===== src/sv/tas_pkg.sv =====
// Shared types and constants for the tamper alarm supervisor.
// No dependencies; compile first.
`default_nettype none
package tas_pkg;

    localparam int TimerWidth = 16;
    localparam int CfgIndexWidth = 2;

    localparam logic [TimerWidth-1:0] TIMER_MAX = 16'hFFFF;

    localparam logic [TimerWidth-1:0] QUICK_LIMIT_RESET = 16'd10;
    localparam logic [TimerWidth-1:0] SLOW_LIMIT_RESET  = 16'd300;
    localparam logic [TimerWidth-1:0] BEEP_LIMIT_RESET  = 16'd300;

    typedef enum logic [CfgIndexWidth-1:0] {
        REG_QUICK_LIMIT = 2'd0,
        REG_SLOW_LIMIT  = 2'd1,
        REG_BEEP_LIMIT  = 2'd2
    } reg_index_t;

    typedef struct packed {
        logic open_level;
        logic tilt_level;
        logic check_enabled;
        logic supply_low;
    } tick_t;

    typedef struct packed {
        logic       reenable_request;
        logic       beep_request;
        logic       report_tilt;
        logic       report_open;
        logic       tamper_latched;
        logic       alarm_active;
        logic [1:0] error_count;
    } result_t;

    typedef struct packed {
        logic [CfgIndexWidth-1:0] index;
        logic [TimerWidth-1:0]    data;
    } cfg_write_t;

    typedef struct packed {
        logic [TimerWidth-1:0] quick_limit;
        logic [TimerWidth-1:0] slow_limit;
        logic [TimerWidth-1:0] beep_limit;
    } limits_t;

endpackage
`default_nettype wire


===== src/sv/tas_tick_if.sv =====
// Input tick channel: valid/ready with one tick_t payload.
// Depends on tas_pkg.
`default_nettype none
interface tas_tick_if;
    logic           valid;
    logic           ready;
    tas_pkg::tick_t data;

    modport source (output valid, output data, input ready);
    modport sink   (input valid, input data, output ready);
endinterface
`default_nettype wire


===== src/sv/tas_result_if.sv =====
// Result channel: valid/ready with one result_t payload.
// Depends on tas_pkg.
`default_nettype none
interface tas_result_if;
    logic             valid;
    logic             ready;
    tas_pkg::result_t data;

    modport source (output valid, output data, input ready);
    modport sink   (input valid, input data, output ready);
endinterface
`default_nettype wire


===== src/sv/tas_cfg_if.sv =====
// Configuration write channel: valid/ready with register index and data.
// Depends on tas_pkg.
`default_nettype none
interface tas_cfg_if;
    logic                valid;
    logic                ready;
    tas_pkg::cfg_write_t data;

    modport source (output valid, output data, input ready);
    modport sink   (input valid, input data, output ready);
endinterface
`default_nettype wire


===== src/sv/tas_cfg_regs.sv =====
// Configuration register file: three 16-bit limits.
// Depends on tas_pkg and tas_cfg_if.
`default_nettype none
module tas_cfg_regs (
    input  wire logic       clk,
    input  wire logic       rst_n,
    tas_cfg_if.sink         cfg,
    output tas_pkg::limits_t limits
);
    import tas_pkg::*;

    limits_t limits_reg;
    limits_t limits_next;
    logic    write_en;

    assign cfg.ready = 1'b1;
    assign write_en  = cfg.valid && cfg.ready;

    always_comb
    begin
        limits_next = limits_reg;
        if (write_en)
        begin
            unique case (cfg.data.index)
                REG_QUICK_LIMIT: limits_next.quick_limit = cfg.data.data;
                REG_SLOW_LIMIT:  limits_next.slow_limit  = cfg.data.data;
                REG_BEEP_LIMIT:  limits_next.beep_limit  = cfg.data.data;
                default:         limits_next = limits_reg;
            endcase
        end
    end

    always_ff @(posedge clk or negedge rst_n)
    begin
        if (!rst_n)
        begin
            limits_reg.quick_limit <= QUICK_LIMIT_RESET;
            limits_reg.slow_limit  <= SLOW_LIMIT_RESET;
            limits_reg.beep_limit  <= BEEP_LIMIT_RESET;
        end
        else
        begin
            limits_reg <= limits_next;
        end
    end

    assign limits = limits_reg;

endmodule
`default_nettype wire


===== src/sv/tas_core.sv =====
// Supervisor state and per-tick update logic; result is combinational.
// Depends on tas_pkg.
`default_nettype none
module tas_core (
    input  wire logic              clk,
    input  wire logic              rst_n,
    input  wire logic              step,
    input  wire tas_pkg::tick_t    tick,
    input  wire tas_pkg::limits_t  limits,
    output tas_pkg::result_t       result
);
    import tas_pkg::*;

    logic                  last_open_reg,  last_open_next;
    logic                  last_tilt_reg,  last_tilt_next;
    logic                  opened_reg,     opened_next;
    logic                  tilted_reg,     tilted_next;
    logic                  alarm_reg,      alarm_next;
    logic [TimerWidth-1:0] reenable_reg,   reenable_next;
    logic [TimerWidth-1:0] repeat_reg,     repeat_next;

    logic                  tamper_prev;
    logic                  tamper_now;
    logic [TimerWidth-1:0] limit_sel;
    logic                  fire;
    logic                  enabled_eff;
    logic [TimerWidth-1:0] repeat_inc;
    logic                  beep;
    logic                  rep_tilt;
    logic                  rep_open;

    // tamper_seen from the previous tick equals the OR of the sticky flags
    assign tamper_prev = opened_reg | tilted_reg;
    assign limit_sel   = tamper_prev ? limits.slow_limit : limits.quick_limit;
    assign fire        = !tick.check_enabled && (reenable_reg > limit_sel);
    assign enabled_eff = tick.check_enabled || fire;

    always_comb
    begin
        if (tick.check_enabled)
            reenable_next = '0;
        else if (reenable_reg != TIMER_MAX)
            reenable_next = reenable_reg + 1'b1;
        else
            reenable_next = reenable_reg;
    end

    assign last_open_next = tick.open_level;
    assign last_tilt_next = tick.tilt_level;
    assign opened_next    = opened_reg | (tick.open_level & ~last_open_reg);
    assign tilted_next    = tilted_reg | (tick.tilt_level & ~last_tilt_reg);
    assign tamper_now     = opened_next | tilted_next;
    assign repeat_inc     = repeat_reg + 1'b1;

    always_comb
    begin
        alarm_next  = alarm_reg;
        repeat_next = repeat_reg;
        beep        = 1'b0;
        rep_tilt    = 1'b0;
        rep_open    = 1'b0;
        if (enabled_eff)
        begin
            if (tamper_now)
            begin
                if (!alarm_reg)
                begin
                    alarm_next  = 1'b1;
                    repeat_next = '0;
                    beep        = 1'b1;
                    rep_tilt    = tilted_next;
                    rep_open    = opened_next;
                end
                else if (repeat_reg != TIMER_MAX)
                begin
                    if (repeat_inc > limits.beep_limit)
                    begin
                        repeat_next = '0;
                        beep        = 1'b1;
                    end
                    else
                    begin
                        repeat_next = repeat_inc;
                    end
                end
            end
            else
            begin
                alarm_next = 1'b0;
            end
        end
    end

    always_comb
    begin
        result.reenable_request = fire;
        result.beep_request     = beep;
        result.report_tilt      = rep_tilt;
        result.report_open      = rep_open;
        result.tamper_latched   = tamper_now;
        result.alarm_active     = alarm_next;
        result.error_count      = {1'b0, tick.supply_low} + {1'b0, tamper_now};
    end

    always_ff @(posedge clk or negedge rst_n)
    begin
        if (!rst_n)
        begin
            last_open_reg <= 1'b1;
            last_tilt_reg <= 1'b1;
            opened_reg    <= 1'b0;
            tilted_reg    <= 1'b0;
            alarm_reg     <= 1'b0;
            reenable_reg  <= '0;
            repeat_reg    <= '0;
        end
        else if (step)
        begin
            last_open_reg <= last_open_next;
            last_tilt_reg <= last_tilt_next;
            opened_reg    <= opened_next;
            tilted_reg    <= tilted_next;
            alarm_reg     <= alarm_next;
            reenable_reg  <= reenable_next;
            repeat_reg    <= repeat_next;
        end
    end

    // sticky flags never clear
    a_opened_sticky: assert property (@(posedge clk) disable iff (!rst_n)
        opened_reg |=> opened_reg)
        else $error("opened flag cleared");

    a_timer_cleared: assert property (@(posedge clk) disable iff (!rst_n)
        step && tick.check_enabled |=> reenable_reg == '0)
        else $error("re-enable timer not cleared while enabled");

    a_report_needs_beep: assert property (@(posedge clk) disable iff (!rst_n)
        (result.report_tilt || result.report_open) |-> result.beep_request && !alarm_reg)
        else $error("report without a new alarm");

    a_beep_alarm: assert property (@(posedge clk) disable iff (!rst_n)
        result.beep_request |-> result.alarm_active && result.tamper_latched)
        else $error("beep without active alarm");

endmodule
`default_nettype wire


===== src/sv/tamper_alarm_supervisor.sv =====
// Tamper alarm supervisor top level: input register, core update, result register.
// Ticks pass the input register, then the core into the result register. Throughput:
// one tick per cycle unless the result stalls; an empty input register still takes
// a tick while the result waits. Reset (rst_n low, async): pipeline empty, limits
// 10/300/300, sensor history 1, flags, alarm and timers cleared. No clearing pass.
`default_nettype none
module tamper_alarm_supervisor (
    input  wire logic    clk,
    input  wire logic    rst_n,
    tas_tick_if.sink     tick,
    tas_result_if.source result,
    tas_cfg_if.sink      cfg
);
    import tas_pkg::*;

    logic    in_valid_reg;
    logic    in_valid_next;
    tick_t   tick_reg;
    logic    out_valid_reg;
    logic    out_valid_next;
    result_t result_reg;
    result_t core_result;
    limits_t limits;
    logic    advance;
    logic    take;

    assign advance = in_valid_reg && (!out_valid_reg || result.ready);
    assign tick.ready = !in_valid_reg || advance;
    assign take = tick.valid && tick.ready;

    assign in_valid_next  = take || (in_valid_reg && !advance);
    assign out_valid_next = advance || (out_valid_reg && !result.ready);

    tas_cfg_regs u_cfg_regs (
        .clk    (clk),
        .rst_n  (rst_n),
        .cfg    (cfg),
        .limits (limits)
    );

    tas_core u_core (
        .clk    (clk),
        .rst_n  (rst_n),
        .step   (advance),
        .tick   (tick_reg),
        .limits (limits),
        .result (core_result)
    );

    always_ff @(posedge clk or negedge rst_n)
    begin
        if (!rst_n)
        begin
            in_valid_reg  <= 1'b0;
            out_valid_reg <= 1'b0;
        end
        else
        begin
            in_valid_reg  <= in_valid_next;
            out_valid_reg <= out_valid_next;
        end
    end

    always_ff @(posedge clk)
    begin
        if (take)
            tick_reg <= tick.data;
        if (advance)
            result_reg <= core_result;
    end

    assign result.valid = out_valid_reg;
    assign result.data  = result_reg;

endmodule
`default_nettype wire


===== src/flat_wrapper.sv =====
// flat-port wrapper written by rule: the top's interface ports become plain ports
module tamper_alarm_supervisor_flat import tas_pkg::*;
  (clk, rst_n, tick_valid, tick_data, tick_ready, result_valid, result_data, result_ready, cfg_valid, cfg_data, cfg_ready);
  tas_tick_if tick_i ();
  tas_result_if result_i ();
  tas_cfg_if cfg_i ();
  input  wire logic clk;
  input  wire logic rst_n;
  input wire logic [$bits(tick_i.valid)-1:0] tick_valid;
  input wire logic [$bits(tick_i.data)-1:0] tick_data;
  output wire logic [$bits(tick_i.ready)-1:0] tick_ready;
  output wire logic [$bits(result_i.valid)-1:0] result_valid;
  output wire logic [$bits(result_i.data)-1:0] result_data;
  input wire logic [$bits(result_i.ready)-1:0] result_ready;
  input wire logic [$bits(cfg_i.valid)-1:0] cfg_valid;
  input wire logic [$bits(cfg_i.data)-1:0] cfg_data;
  output wire logic [$bits(cfg_i.ready)-1:0] cfg_ready;
  assign tick_i.valid = tick_valid;
  assign tick_i.data = tick_data;
  assign tick_ready = tick_i.ready;
  assign result_valid = result_i.valid;
  assign result_data = result_i.data;
  assign result_i.ready = result_ready;
  assign cfg_i.valid = cfg_valid;
  assign cfg_i.data = cfg_data;
  assign cfg_ready = cfg_i.ready;
  tamper_alarm_supervisor u_core (.clk(clk), .rst_n(rst_n), .tick(tick_i), .result(result_i), .cfg(cfg_i));
endmodule

===== config.mk =====
export PLATFORM = sky130hd
export DESIGN_NAME = tamper_alarm_supervisor_flat
export DESIGN_NICKNAME = d
export VERILOG_FILES = /design/src/sv/tas_pkg.sv /design/src/sv/tas_tick_if.sv /design/src/sv/tas_result_if.sv /design/src/sv/tas_cfg_if.sv /design/src/sv/tas_cfg_regs.sv /design/src/sv/tas_core.sv /design/src/sv/tamper_alarm_supervisor.sv /design/src/flat_wrapper.sv
export SDC_FILE = /design/constraint.sdc
export NUM_CORES = 1
export LEC_CHECK = 0
export ABC_AREA = 1
export BUFFER_PORTS_ARGS = -buffer_cell sky130_fd_sc_hd__buf_4
export CORE_ASPECT_RATIO = 0.9
export CORE_MARGIN = 2
export CORE_UTILIZATION = 55
export DETAILED_ROUTE_END_ITERATION = 12
export GPL_ROUTABILITY_DRIVEN = 0
export PLACE_DENSITY = 0.78
export SYNTH_ARGS = -nofsm -noshare
export SYNTH_HDL_FRONTEND = slang
export SYNTH_HIERARCHICAL = 1
export SYNTH_SLANG_ARGS = --single-unit

===== constraint.sdc =====
create_clock -name clk -period 2.8 [get_ports clk]
set_input_delay 0.28 -clock clk [delete_from_list [all_inputs] [get_ports clk]]
set_output_delay 0.28 -clock clk [all_outputs]
set_load 0.01 [all_outputs]

==> run_results.csv <==
group,metric,value,unit
power_and_ir_drop,ir_drop,0.527,mV
yosys,synth_top_area_share,32.1,%
global_routing,track_usage,24.2,%
yosys,synth_seq_cells,99,
clocking,cts.reportedPaths.clkPinSlew,0.07,ns
place,portBuffers,36,
floorplan,coreArea,0.0103,mm²
yosys,synth_common_cells,"218 x nand2_1, 75 x dfrtp_1, 62 x inv_1",
critical_path,start_kind,"register",
clocking,root_buffer,"clkbuf_16",
floorplan,die-height,102,µm
floorplan,rows,35,
timing,hold_viol_final,0,
layout,largest_reg_flops,48,
clocking,numCtsBuffers,9,
timing,rsz0062_at_grt,"yes",
yosys,ys_seq_area_share,43.7,%
route,drt_iter0_drc,327,
floorplan,die_width,113,µm
clocking,postCtsHoldBufs,0,
timing,finalMaxSlewViolations,0,
floorplan,start_util,56.8,%
power_and_ir_drop,p_per_area,579,mW/mm²
place,hpwl,9.00,mm
critical_path,critical_path.endpoint_type,"register",
timing,fmax,0.371,GHz
timing,tns,0,ns
layout,drive_gt1_share,20.6,%
route,drt-pass1-iter-count,5,
yosys,ys_top_cells_by_area,"dfrtp_1 32%, nand2_1 14%, ha_1 7.5%, edfxtp_1 6.2%, dfstp_2 5.4%",
route,wl_per_cell,15.9,µm
yosys,yosysTopAreaCell,"dfrtp_1",
global_routing,overflow,0,
global_routing,antenna_found_initial,0,
timing,setup_viol,0,
timing,timing.final.crit_share,96.2,%
outcome,outcome,"completed",
layout,n_antenna_cell,0,
timing,skew,0.00973,ns
timing,worst_pin_slew,1.11,ns
clocking,htree_levels,3,
yosys,ys_types,42,
critical_path,worstSetupStartpoint,"u_core/u_core/repeat_reg[6]",
yosys,netlist_area,0.00584,mm²
yosys,avgSynthCellArea,8.39,µm²
route,ant_nets,0,
global_routing,first_global_vias,4707,
clocking,clock_path_buffers,2,
route,drcViolationCount,0,
yosys,synth-edff-count,12,
route,totalWireLength,13.8,mm
clocking,clkLatencyLatePin,0.35,ns
min_path,hp-start,"tick_data[3]",
clocking,cts.sinks,99,
yosys,syn_nets,759,
yosys,synth_warnings,6,
critical_path,critPathKind,"reg -> reg",
yosys,synth.most_common_cell,"nand2_1",
global_routing,grt_max_degree,88,
layout,area_growth,15.4,%
clocking,cts_tree,"built",
route,num_vias,4911,
layout,nets,796,
floorplan,io_pins,38,
job,drv_cap,0,
power_and_ir_drop,report.power.total,0.00390,W
floorplan,dieArea,0.0115,mm²
critical_path,cp.required,2.90,ns
critical_path,critPathMaxFanout,5,
route,vias_per_cell,5.66,
timing,period_needed,2.69,ns
yosys,syn_inst,697,
global_routing,grt_pass1_wl,22.1,mm
layout,nFillCells,777,
power_and_ir_drop,power_leakage,3.40,nW
timing,slew_headroom,26.0,%
min_path,hold_path.class,"in -> reg",
critical_path,arrival,2.80,ns
critical_path,rr_startpoint,"u_core/u_core/repeat_reg[6]",
timing,hold_ws,0.108,ns
layout,fin_util,65.5,%
yosys,async_flop_share,87.9,%
yosys,synth_flop_cell,"dfrtp_1",
==> where the power goes <==
part | total [W] | internal (W) | switching [W]
registers | 0.00176 | 0.00164 | 0.000125
clock network | 0.00135 | 0.000800 | 0.000552
logic | 0.000784 | 0.000307 | 0.000477
==> layer usage <==
metal / share of wire (%) / GRT usage, % / routed length (µm) / vias to the layer above
met1: 44 / 32.7 / 6060 / 2325
met2: 47 / 39.1 / 6480 / 203
met5: 0 / 0 / 0 / -
met3: 6.7 / 4.37 / 926 / 39
met4: 2.4 / 9.85 / 335 / 0
li1: - / - / - / 2344
==> worst max-delay path, cell delays in order (launching register included) <==
cell	delay [ns]
dfrtp_1	0.41
inv_2	0.10
nor3_4	0.20
nand2_2	0.12
nor2_2	0.13
xnor2_1	0.19
inv_1	0.09
ha_1	0.33
a21oi_1	0.21
nand2_1	0.09
a21oi_2	0.15
nand2_2	0.07
nand2_2	0.11
nand2_4	0.09
o31ai_4	0.08
nor2_1	0.07
==> final timing paths <==
path	to	slack, ns	depth (start not counted)
worst max register to register	u_core/result.data[6]	0.11	15
worst max-delay path	u_core/result.data[6]	0.11	15
worst min-delay path	u_core/tick_reg[3]	0.11	1
max in group asynchronous	u_core/u_core/repeat_reg[9]	1.88	1
min in group asynchronous	u_core/u_core/reenable_reg[13]	0.12	1
worst min register to register	u_core/u_cfg_regs/limits[21]	0.47	2
==> cell families (layout without fill, tap and decap cells) <==
logic type      count (synthesis)  in the layout  synth area share, %
simple gates                  379            380                 29.5
buf+inv                       100            141                 8.44
flops                          99             99                 43.7
compound gates                 48             48                 5.22
fa+ha+maj                      35             35                 7.49
xor+xnor                       19             19                 2.85
mux                            16             16                 2.76
other cells                     1              1               0.0642
==> area by class of cell <==
| class | count | area [µm²] | share of cell area (%) |
|---|---|---|---|
| Clock buffer | 12 | 278 | 4.12 |
| Clock inverter | 4 | 53.8 | 0.798 |
| Inverter | 70 | 270 | 4.01 |
| Multi-Input combinational cell | 499 | 2980 | 44.2 |
| Sequential cell | 99 | 2560 | 37.9 |
| Tap cell | 129 | 161 | 2.39 |
| Timing Repair Buffer | 55 | 438 | 6.50 |
==> metrics by stage <==
stage | instance area, µm² | setup WS [ns] | instances
2_1_floorplan | 5850 | 0.0586 | 697
3_3_place_gp | 6120 | 0.130 | 838
3_5_place_dp | 6120 | 0.00383 | 838
4_1_cts | 6460 | 0.00897 | 855
5_1_grt | 6740 | -0.0734 | 868
6_report | 6740 | 0.108 | 868
==> cell usage in the layout (no fill, tap or decap), types with 2 or more instances in the layout <==
cell	n
xor2_2	2
mux2i_1	13
a21oi_2	5
nor3_1	2
dfrtp_1	71
clkbuf_16	10
nor3_4	4
nor2_2	7
o21ai_0	7
dfstp_2	12
nand3_4	3
nand2_4	2
inv_1	61
dfrtp_2	4
a21o_1	2
buf_12	2
o21ai_1	5
nand3_1	46
ha_1	32
xor2_1	11
inv_2	6
nor2_1	45
nand4_1	38
xnor2_1	5
edfxtp_1	12
inv_4	4
nand2_1	212
ha_4	3
nand3_2	4
clkbuf_8	2
a21oi_1	24
buf_4	53
clkinv_4	2
nand2_2	12
==> repair_timing <==
item | in CTS | in global routing
setup buffers | 1 | 12
endpoints found under the hold margin | 0 | 0
cloned | 0 | 1
setup endpoints to repair | 1 | 18
pin swaps | 1 | 14
resized for setup | 0 | 38
No activity file was read; power rests on OpenSTA's default activity.
